$ cat config.mk
export PLATFORM = sky130hd
export DESIGN_NAME = wwra_queue
export DESIGN_NICKNAME = d
export VERILOG_FILES = /design/src/wwra_pkg.sv /design/src/wwra_queue.sv
export SDC_FILE = /design/constraint.sdc
export NUM_CORES = 1
export LEC_CHECK = 0
export BUFFER_PORTS_ARGS = -buffer_cell sky130_fd_sc_hd__buf_4
export CAP_MARGIN = 20
export CORE_MARGIN = 4
export CORE_UTILIZATION = 46
export CTS_CLUSTER_DIAMETER = 120
export DETAILED_ROUTE_END_ITERATION = 10
export PLACE_DENSITY = 0.75
export SLEW_MARGIN = 15
export SYNTH_ARGS = -nofsm -noshare
export SYNTH_HDL_FRONTEND = slang
export SYNTH_SLANG_ARGS = --single-unit
$ cat constraint.sdc
create_clock -name clk -period 2.6 [get_ports clk]
set_input_delay 0.52 -clock clk [delete_from_list [all_inputs] [get_ports clk]]
set_output_delay 0.52 -clock clk [all_outputs]
set_load 0.005 [all_outputs]
$ cat src/wwra_pkg.sv
// Shared types and constants for the wind and rain accumulator.
`timescale 1ns / 1ps
`default_nettype none
package wwra_pkg;
    localparam int RING_SLOTS   = 120;
    localparam int GUST_MINUTES = 10;
    localparam int RAIN_MINUTES = 60;
    localparam int RING_W = $clog2(RING_SLOTS);
    localparam int GUST_W = $clog2(GUST_MINUTES);
    localparam int RAIN_W = $clog2(RAIN_MINUTES);

    localparam logic [1:0] OP_WIND = 2'd0;
    localparam logic [1:0] OP_RAIN = 2'd1;
    localparam logic [1:0] OP_TICK = 2'd2;
    localparam logic [1:0] OP_READ = 2'd3;

    localparam logic [1:0] REG_DEBOUNCE = 2'd0;
    localparam logic [1:0] REG_GAIN     = 2'd1;
    localparam logic [1:0] REG_RAIN     = 2'd2;

    localparam logic [4:0] NO_SECTOR = 5'd16;
    localparam logic [5:0] SECONDS_LAST = 6'd59;

    typedef struct packed {
        logic [1:0]  operation;
        logic [63:0] timestamp_us;
        logic [11:0] adc_sample;
        logic [6:0]  read_index;
    } in_item_t;

    typedef struct packed {
        logic        click_accepted;
        logic [23:0] wind_speed;
        logic [4:0]  wind_sector;
        logic [23:0] gust_speed;
        logic [4:0]  gust_sector;
        logic [23:0] day_gust_speed;
        logic [4:0]  day_gust_sector;
        logic [31:0] rain_today;
        logic [31:0] rain_since_last;
        logic [23:0] rain_slot;
    } out_item_t;

    typedef struct packed {
        logic [23:0] speed;
        logic [4:0]  sector;
    } wind_entry_t;

    // Classified command from front to back
    typedef struct packed {
        logic [1:0]  operation;
        logic        accepted;
        logic [23:0] speed;
        logic [4:0]  sector;
        logic [6:0]  read_index;
    } cmd_t;

    function automatic logic [4:0] vane_sector(input logic [11:0] adc);
        logic [11:0] bound [16];
        logic [4:0]  code  [16];
        logic [4:0]  res;
        bound = '{12'h12B, 12'h161, 12'h1B7, 12'h26E, 12'h35A, 12'h427, 12'h56A,
                  12'h6C6, 12'h849, 12'h99A, 12'hA69, 12'hBA0, 12'hC99, 12'hD64,
                  12'hE50, 12'hF61};
        code = '{5'd5, 5'd3, 5'd4, 5'd7, 5'd6, 5'd9, 5'd8, 5'd1, 5'd2, 5'd11,
                 5'd10, 5'd15, 5'd0, 5'd13, 5'd14, 5'd12};
        res = NO_SECTOR;
        for (int i = 15; i >= 0; i--)
        begin
            if (adc < bound[i])
            begin
                res = code[i];
            end
        end
        return res;
    endfunction

    function automatic logic [31:0] sat_add32(input logic [31:0] a, input logic [15:0] b);
        logic [32:0] s;
        s = {1'b0, a} + {17'd0, b};
        return s[32] ? 32'hFFFF_FFFF : s[31:0];
    endfunction

    function automatic logic [23:0] sat_add24(input logic [23:0] a, input logic [15:0] b);
        logic [24:0] s;
        s = {1'b0, a} + {9'd0, b};
        return s[24] ? 24'hFF_FFFF : s[23:0];
    endfunction
endpackage
`default_nettype wire

$ cat src/wwra_queue.sv
// Two-entry command queue between front and back.
`timescale 1ns / 1ps
`default_nettype none
module wwra_queue
    import wwra_pkg::*;
(
    input  wire logic clk,
    input  wire logic rst_n,
    input  wire logic push,
    input  wire cmd_t push_data,
    output logic      full,
    input  wire logic pop,
    output logic      not_empty,
    output cmd_t      pop_data
);
    cmd_t       slot_reg [2];
    logic       wr_reg, rd_reg;
    logic [1:0] count_reg;

    assign full = count_reg == 2'd2;
    assign not_empty = count_reg != 2'd0;
    assign pop_data = slot_reg[rd_reg];

    always_ff @(posedge clk)
    begin
        if (push)
        begin
            slot_reg[wr_reg] <= push_data;
        end
    end

    always_ff @(posedge clk or negedge rst_n)
    begin
        if (!rst_n)
        begin
            wr_reg <= 1'b0;
            rd_reg <= 1'b0;
            count_reg <= '0;
        end
        else
        begin
            if (push)
            begin
                wr_reg <= ~wr_reg;
            end
            if (pop)
            begin
                rd_reg <= ~rd_reg;
            end
            count_reg <= count_reg + {1'b0, push} - {1'b0, pop};
        end
    end
endmodule
`default_nettype wire

==> flow_metrics.py <==
metrics = {
    "sta": {
        "setup_ws_ns": 0.389,
        "tightest_slew_ns": 0.584,
        "final-max-slew-violation-count": 0,
        "hold_violations": 0,
        "slew_headroom": 0.610,
        "period_share": 0.850,
        "max_freq_mhz": 452,
        "period_needed_ns": 2.21,
        "clock_skew_ns": 0.0109,
        "finalSetupViolCount": 0,
        "whs_ns": 0.357,
        "final.setup.tns_ns": 0,
        "rsz0062_at_grt": "false",
    },
    "route": {
        "wl_per_cell_um": 16.7,
        "first_pass_iters": 4,
        "antenna_left": 0,
        "vias": 1510,
        "wl_um": 5220,
        "drt_iter0_markers": 53,
        "drc": 0,
        "via_per_inst": 4.84,
    },
    "grt": {
        "grt.total_usage": 0.134,
        "grt_first_pass_wirelength_um": 7600,
        "grt_max_degree": 27,
        "grt_overflow": 0,
        "grt_pass1_vias": 1632,
        "grt_antenna_before_repair": 0,
    },
    "power": {
        "power_density_nw_per_um2": 1000,
        "finalPower_mw": 3.98,
        "ir_worst_vdd_mv": 0.624,
        "p_leak_nw": 1.52,
    },
    "placement": {
        "place_area_um2": 3770,
        "gp_congestion": 0.660,
        "placed_cells": 295,
        "portBuffers": 83,
        "place_hpwl_um": 3570,
        "place_ws_ns": 0.725,
    },
    "floorplanning": {
        "die_h_um": 89.1,
        "initial_core_util": 0.474,
        "die_area_um2": 7940,
        "rows": 29,
        "ios": 84,
        "dieWidth_um": 89.1,
        "coreArea_um2": 6390,
    },
    "clock_tree": {
        "cts.sinks": 82,
        "insertion_delay_ns": 0.34,
        "cts_tree": "done",
        "cts-root-buf": "clkbuf_8",
        "ctsResizeCount": 0,
        "cts_buffers": 9,
        "h-tree-depth": 3,
        "cts_buffer_depth": 2,
        "clk_pin_slew_worst_paths_ns": 0.09,
    },
    "final_layout": {
        "num-fill-cells": 517,
        "n_antenna_cell": 0,
        "area_growth_pct": 31.3,
        "finalNonFillerCells": 312,
        "stdcell_area_um2": 3970,
        "multi_input_area_um2": 539,
        "regArea_um2": 2440,
        "drive_gt1_frac": 0.613,
        "largest_register_ffs": 78,
        "utilization": 0.622,
        "layout.nets": 275,
    },
    "flow_run": {
        "cap_violations": 0,
    },
    "synth": {
        "syn-cell-area_um2": 3030,
        "ys_warn_count": 0,
        "syn_area_per_cell_um2": 22.2,
        "yosysUniqueCellTypes": 11,
        "synthesis.nets": 181,
        "ys_seq_area_frac": 0.807,
        "netlist_instances": 136,
        "ys_ff_latch": 82,
    },
    "critical_path": {
        "worstPathArrival_ns": 1.69,
        "startpoint_type": "flop",
        "critPathKind": "reg -> out",
        "path_max_fanout": 26,
        "cp.required_ns": 2.08,
        "end_kind": "output pin",
    },
    "outcome": {
        "status": "completed",
    },
    "min_path": {
        "hp-class": "in -> reg",
    },
}
## critical path, stage by stage, from the launching register on
cell and delay, ns:
dfrtp_2 0.60, buf_12 0.24, mux2_2 0.37, buf_4 0.14
## cells by family after synthesis
group	count (synthesis)	share of synthesized area
buffers and inverters	6	0.0174
muxes	39	0.145
adders and majority gates	2	0.00827
xor gates and xnor gates	3	0.0136
and+or+nand+nor	4	0.00827
DFF	82	0.807
## layout make-up
type	count	share of cell area
clock buffers	10	0.0321
multi-input cells	48	0.136
clock inverters	6	0.0164
repair buffers	87	0.174
inverters	2	0.00189
well taps	77	0.0243
flip-flops and latches	82	0.615
## cells in the mapped netlist
cell type  instances  area, µm²
dfrtp_1            4        100
and2_1             1       6.26
nor2b_1            2       12.5
xor2_1             2       17.5
or2_2              1       6.26
xor3_1             1       23.8
mux2_2            39        439
ha_1               2       25.0
edfxtp_1          78       2340
inv_1              2       7.51
buf_6              4       45.0
## where the power goes
| part | leakage (nW) | total, mW | switching, mW | internal [mW] |
|---|---|---|---|---|
| clock network | 0.0971 | 0.890 | 0.442 | 0.448 |
| registers | 0.778 | 1.87 | 0.114 | 1.76 |
| logic | 0.648 | 1.22 | 0.478 | 0.741 |
| total | 1.52 | 3.98 | 1.03 | 2.95 |
## path summary, 6_finish.rpt
check / start / end / slack [ns] / depth (start not counted)
worst max register to register: wr_reg / slot_reg[1][34] / 1.11 / 2
worst max-delay path: rd_reg / pop_data[34] / 0.39 / 3
max in group asynchronous: rst_n / rd_reg / 1.95 / 2
worst min-delay path: push_data[28] / slot_reg[1][28] / 0.36 / 1
min in group asynchronous: rst_n / count_reg[1] / 0.54 / 2
worst min register to register: wr_reg / wr_reg / 0.54 / 1
## cells in the final DEF, fill, tap and decap left out
master / instances
clkbuf_8: 9
dlygate4sd3_1: 1
inv_6: 2
buf_4: 83
or2_2: 1
xor2_1: 2
dfrtp_2: 1
inv_1: 2
nor2b_1: 1
clkbuf_1: 1
nor2b_4: 1
mux2_2: 39
bufinv_16: 1
clkinv_2: 2
buf_12: 3
edfxtp_1: 78
clkinvlp_4: 1
and2_2: 1
ha_1: 2
xor3_1: 1
dfrtp_1: 3
## what timing repair did
item | 4_1_cts | 5_1_grt
setup buffers | 0 | 0
endpoints found under the hold margin | 4 | 0
hold buffers | 1 | 0
endpoints found under the setup margin | 0 | 0
## routing by layer
layer | up-vias | global-route usage | wire length (µm)
met3 | 10 | 0.0553 | 508
met4 | 0 | 0.0785 | 112
met1 | 721 | 0.151 | 2040
li1 | 717 | - | -
met5 | - | 0 | 0
met2 | 62 | 0.212 | 2560
Power figures use the tool's default switching activity.
