--- src/wwra_pkg.sv ---
// Shared types and constants for the wind and rain accumulator.
`timescale 1ns / 1ps
`default_nettype none
package wwra_pkg;
    localparam int RING_SLOTS   = 120;
    localparam int GUST_MINUTES = 10;
    localparam int RAIN_MINUTES = 60;
    localparam int RING_W = $clog2(RING_SLOTS);
    localparam int GUST_W = $clog2(GUST_MINUTES);
    localparam int RAIN_W = $clog2(RAIN_MINUTES);

    localparam logic [1:0] OP_WIND = 2'd0;
    localparam logic [1:0] OP_RAIN = 2'd1;
    localparam logic [1:0] OP_TICK = 2'd2;
    localparam logic [1:0] OP_READ = 2'd3;

    localparam logic [1:0] REG_DEBOUNCE = 2'd0;
    localparam logic [1:0] REG_GAIN     = 2'd1;
    localparam logic [1:0] REG_RAIN     = 2'd2;

    localparam logic [4:0] NO_SECTOR = 5'd16;
    localparam logic [5:0] SECONDS_LAST = 6'd59;

    typedef struct packed {
        logic [1:0]  operation;
        logic [63:0] timestamp_us;
        logic [11:0] adc_sample;
        logic [6:0]  read_index;
    } in_item_t;

    typedef struct packed {
        logic        click_accepted;
        logic [23:0] wind_speed;
        logic [4:0]  wind_sector;
        logic [23:0] gust_speed;
        logic [4:0]  gust_sector;
        logic [23:0] day_gust_speed;
        logic [4:0]  day_gust_sector;
        logic [31:0] rain_today;
        logic [31:0] rain_since_last;
        logic [23:0] rain_slot;
    } out_item_t;

    typedef struct packed {
        logic [23:0] speed;
        logic [4:0]  sector;
    } wind_entry_t;

    // Classified command from front to back
    typedef struct packed {
        logic [1:0]  operation;
        logic        accepted;
        logic [23:0] speed;
        logic [4:0]  sector;
        logic [6:0]  read_index;
    } cmd_t;

    function automatic logic [4:0] vane_sector(input logic [11:0] adc);
        logic [11:0] bound [16];
        logic [4:0]  code  [16];
        logic [4:0]  res;
        bound = '{12'h12B, 12'h161, 12'h1B7, 12'h26E, 12'h35A, 12'h427, 12'h56A,
                  12'h6C6, 12'h849, 12'h99A, 12'hA69, 12'hBA0, 12'hC99, 12'hD64,
                  12'hE50, 12'hF61};
        code = '{5'd5, 5'd3, 5'd4, 5'd7, 5'd6, 5'd9, 5'd8, 5'd1, 5'd2, 5'd11,
                 5'd10, 5'd15, 5'd0, 5'd13, 5'd14, 5'd12};
        res = NO_SECTOR;
        for (int i = 15; i >= 0; i--)
        begin
            if (adc < bound[i])
            begin
                res = code[i];
            end
        end
        return res;
    endfunction

    function automatic logic [31:0] sat_add32(input logic [31:0] a, input logic [15:0] b);
        logic [32:0] s;
        s = {1'b0, a} + {17'd0, b};
        return s[32] ? 32'hFFFF_FFFF : s[31:0];
    endfunction

    function automatic logic [23:0] sat_add24(input logic [23:0] a, input logic [15:0] b);
        logic [24:0] s;
        s = {1'b0, a} + {9'd0, b};
        return s[24] ? 24'hFF_FFFF : s[23:0];
    endfunction
endpackage
`default_nettype wire

--- src/wwra_front.sv ---
// Front end: debounces clicks, counts wind clicks and forms tick readings.
`timescale 1ns / 1ps
`default_nettype none
module wwra_front
    import wwra_pkg::*;
(
    input  wire logic        clk,
    input  wire logic        rst_n,
    input  wire logic        take,
    input  wire in_item_t    item,
    input  wire logic [31:0] debounce_us,
    input  wire logic [15:0] wind_gain,
    output cmd_t             cmd
);
    logic [7:0]  click_count_reg, click_count_next;
    logic [63:0] last_wind_reg, last_wind_next;
    logic [63:0] last_rain_reg, last_rain_next;
    logic        pass;
    logic [63:0] last_sel;
    logic [23:0] product;

    assign last_sel = (item.operation == OP_WIND) ? last_wind_reg : last_rain_reg;
    assign pass = (item.timestamp_us - last_sel) > {32'd0, debounce_us};
    assign product = 24'({8'd0, click_count_reg} * {8'd0, wind_gain});

    always_comb
    begin
        click_count_next = click_count_reg;
        last_wind_next = last_wind_reg;
        last_rain_next = last_rain_reg;
        cmd.operation = item.operation;
        cmd.accepted = 1'b0;
        cmd.speed = product;
        cmd.sector = vane_sector(item.adc_sample);
        cmd.read_index = item.read_index;
        if (take)
        begin
            unique case (item.operation)
                OP_WIND:
                begin
                    if (pass)
                    begin
                        cmd.accepted = 1'b1;
                        last_wind_next = item.timestamp_us;
                        if (click_count_reg != 8'hFF)
                        begin
                            click_count_next = click_count_reg + 8'd1;
                        end
                    end
                end
                OP_RAIN:
                begin
                    if (pass)
                    begin
                        cmd.accepted = 1'b1;
                        last_rain_next = item.timestamp_us;
                    end
                end
                OP_TICK: click_count_next = 8'd0;
                default: ;
            endcase
        end
    end

    always_ff @(posedge clk or negedge rst_n)
    begin
        if (!rst_n)
        begin
            click_count_reg <= '0;
            last_wind_reg <= '0;
            last_rain_reg <= '0;
        end
        else
        begin
            click_count_reg <= click_count_next;
            last_wind_reg <= last_wind_next;
            last_rain_reg <= last_rain_next;
        end
    end
endmodule
`default_nettype wire

--- config.mk ---
export PLATFORM = sky130hd
export DESIGN_NAME = wwra_front
export DESIGN_NICKNAME = d
export VERILOG_FILES = /design/src/wwra_pkg.sv /design/src/wwra_front.sv
export SDC_FILE = /design/constraint.sdc
export NUM_CORES = 1
export LEC_CHECK = 0
export BUFFER_PORTS_ARGS = -buffer_cell sky130_fd_sc_hd__buf_2
export CAP_MARGIN = 25
export CORE_UTILIZATION = 57
export CTS_BUF_LIST = sky130_fd_sc_hd__clkbuf_4 sky130_fd_sc_hd__clkbuf_8
export CTS_CLUSTER_SIZE = 16
export DETAILED_ROUTE_END_ITERATION = 8
export PLACE_DENSITY = 0.88
export SLEW_MARGIN = 20
export SYNTH_ARGS = -nofsm -noshare
export SYNTH_HDL_FRONTEND = slang
export SYNTH_SLANG_ARGS = --single-unit
--- constraint.sdc ---
create_clock -name clk -period 7.71 [get_ports clk]
set_input_delay 0 -clock clk [delete_from_list [all_inputs] [get_ports clk]]
set_output_delay 0 -clock clk [all_outputs]
set_load 0.01 [all_outputs]
==> results.yml <==
global_route:
  gr-usage-met2: 0.529
  met1_usage: 0.359
  antenna_found_initial: 0
  grt.overflow.total: 0
  grt_most_used_layer: "met2"
  grt_first_pass_wirelength_mm: 67.0
  grt_start_max_net_pins: 79
  grt_pass1_vias: 13900
  use_met3: 0.0373
  grt_use_total: 0.293
sta:
  fin_ws_ns: 0.191
  fin_crit_ns: 7.52
  finalSetupViolCount: 0
  fin_skew_ns: 0.0122
  timing.final.crit_share: 0.975
  slew_headroom: 0.519
  fin_hold_ws_ns: 0.00000394
  tightest_slew_ns: 0.722
  hold_viol_final: 0
  fmax_ghz: 0.133
  drv_slew: 0
detailed_routing:
  routed_wl_mm: 42.0
  routed_via_density: 6.17
  drc: 0
  firstDrtPassIters: 8
  routed-via-count: 14100
  antenna_left: 0
  dr.first_iter.drc_count: 1095
  routedWlPerCell_microns: 18.4
pwr:
  pwr-share-seq: 0.255
  power_density_nw_per_um2: 209
  power.switching_uw: 1690
  vdd_drop_max_v: 0.000136
  power_leakage_uw: 0.00857
  p_int_uw: 2030
  netSwitchingFraction: 0.454
  comb_power_share: 0.596
  clkPwrFrac: 0.149
placement:
  placed_cells: 2176
  routabilityCongestion: 0.933
  port_buffers: 160
  hpwl_mm: 30.7
  pre_cts_ws_ns: -0.0442
cells_and_area:
  drive_gt1_frac: 0.165
  mostFrequentLayoutCells: "nand2_1 (161), buf_2 (159), inv_1 (151), ha_1 (140), dfrtp_1 (136)"
  area.growth.synth_to_final_pct: 14.5
  fill_cells: 2141
  multi_input_area_sq_um: 11200
  final_common_cell: "nand2_1"
  nNetsFinal: 2293
  fin_cells: 2285
  diodes: 0
  regArea_sq_um: 3400
worst_setup_path:
  rrSetupSlack_ns: 0.19
  rr_endpoint: "last_rain_reg[58]"
  path_buf_inv: 3
  cp.arrival_ns: 7.88
  critPathLaunch: "last_wind_reg[0]"
  worstPathRequired_ns: 8.07
  critPathSlowestCell: "or4_4"
  crit_top_cell: "nand4_1"
  critical-path-max-stage-delay_ns: 0.58
  cp_top_family: "simple AND/OR/NAND/NOR gates"
  rr_startpoint: "last_wind_reg[0]"
  start_kind: "flip-flop"
  path_class: "reg -> reg"
  end_kind: "flip-flop"
  reg2reg_depth: 29
  path_max_fanout: 6
hold_path:
  hp-start: "item[6]"
  whs_path_depth: 0
  min_path_type: "in -> out"
  whs_endpoint: "cmd[6]"
cts:
  root_buffer: "clkbuf_8"
  h-tree-depth: 4
  cts_tree: "built"
  cts_made_buffers: 17
  clkTransAtPathRegs_ns: 0.08
  clk_latency_ns: 0.48
  cts_sinks: 136
  clock_path_buffers: 2
logic_synthesis:
  synth_ff_type: "dfrtp_1"
  syn_nets: 2107
  ys_ff_latch: 136
  async_flop_share: 1.00
  synth_cells: 1746
  synth_edf_count: 0
  yosys_warnings: 0
  ys_types: 81
  syn_area_sq_um: 15600
  synth-seq-area-share: 0.219
  syn_avg_cell_area_sq_um: 8.92
die:
  die_x_microns: 167
  ios: 175
  dieArea_sq_um: 28000
  core_sq_um: 26900
  num_rows: 60
  die_h_microns: 167
  initial_core_util: 0.579
flow_run:
  maxCapViolCount: 0
status:
  outcome: "completed"
layout make-up:
| type | instances | share of cell area |
|---|---|---|
| sequential | 136 | 0.191 |
| clock inverter | 12 | 0.00526 |
| multi-input combinational | 1371 | 0.628 |
| inverter | 151 | 0.0318 |
| timing repair buffer | 255 | 0.105 |
| tap | 341 | 0.0239 |
| clock buffer | 19 | 0.0147 |
per-layer routing:
layer | vias to the layer above | share of wire
met5 | - | 0
met4 | 0 | 0.034
met3 | 124 | 0.060
met2 | 570 | 0.49
met1 | 6853 | 0.41
li1 | 6541 | -
stage by stage:
| step | util | setup TNS, ns | power (uW) | cell area [sq um] |
|---|---|---|---|---|
| 3_5_place_dp | 0.616 | -1.48 | 3070 | 16600 |
| 4_1_cts | 0.654 | 0 | 3660 | 17600 |
| 3_3_place_gp | 0.616 | 0 | 2990 | 16600 |
| 6_report | 0.663 | 0 | 3720 | 17800 |
| 5_1_grt | 0.663 | -10.84 | 4000 | 17800 |
| 2_1_floorplan | - | 0 | 2510 | 15600 |
worst reg2reg max path, delay by kind of cell (launching register included):
kind            cells  cell delay [ns]
compound gates      5             1.13
xor+xnor            1             0.15
fa+ha+maj           3             0.89
buf+inv             3             0.52
flops               1             0.40
mux                 2             0.61
simple gates       15             3.70
repair_timing:
item	in CTS	in global routing
endpoints found under the hold margin	190	0
pin swaps	0	9
setup endpoints to repair	1	129
hold buffers	66	0
buffers inserted	0	5
gates cloned	0	6
resized for setup	1	7
cell usage after synthesis (all sizes together), types with 3 or more instances:
cell     count  area [sq um]
a21boi       7          52.6
mux2       132          1490
nand3       26           143
a21o        35           263
o41ai        3          26.3
clkbuf      62           233
nand2b      23           144
a31oi       15          93.8
ha         140          1750
a2111oi      3          51.3
nand2      163           622
xor2        23           201
or3b         3          26.3
o31ai        6          45.0
and4         4          35.0
o211ai      14           105
nor3        37           185
dfrtp      136          3400
inv        151           567
mux2i       69           691
and3        11          68.8
a311oi       4          41.3
nor4bb       3          30.0
and2        68           425
nor2b        9          56.3
a211oi      14           110
buf         26           205
o22ai        4          25.0
nand3b       4          30.0
or4         11          82.6
nor4         9          56.3
xnor2       35           307
or2         10          62.6
a21oi      121           609
nor2        77           289
a221o        3          30.0
a221oi       5          43.8
or3         12          75.1
o21ai       78           390
nand4       37           231
o21bai      19           143
o21a        15           113
fa          85          1700
worst max path at each step:
stage / slack [ns] / depth (start not counted) / to
2_1_floorplan: 0.34 / 29 / last_rain_reg[0]
3_3_place_gp: 0.14 / 29 / last_rain_reg[22]
3_5_place_dp: -0.04 / 29 / last_rain_reg[22]
4_1_cts: 0.04 / 27 / last_rain_reg[13]
5_1_grt: -0.13 / 28 / last_rain_reg[13]
6_report: 0.19 / 29 / last_rain_reg[58]
cell families (layout without fill, tap and decap cells):
group	Yosys count	in the layout	synth area share
mux	201	201	0.140
fa+ha+maj	225	225	0.222
xor+xnor	58	58	0.0326
buf+inv	239	437	0.0645
flops	136	136	0.219
compound gates	374	374	0.155
simple gates	513	513	0.168
power by group through the flow:
stage / Sequential, uW / Clock, uW / Combinational (uW)
after global routing: 968 / 589 / 2440
after floorplan: 905 / 0 / 1600
after detailed placement: 961 / 0 / 2110
final: 950 / 556 / 2220
after global placement: 948 / 0 / 2040
after CTS: 947 / 558 / 2160
(Power assumes the default switching activity.)
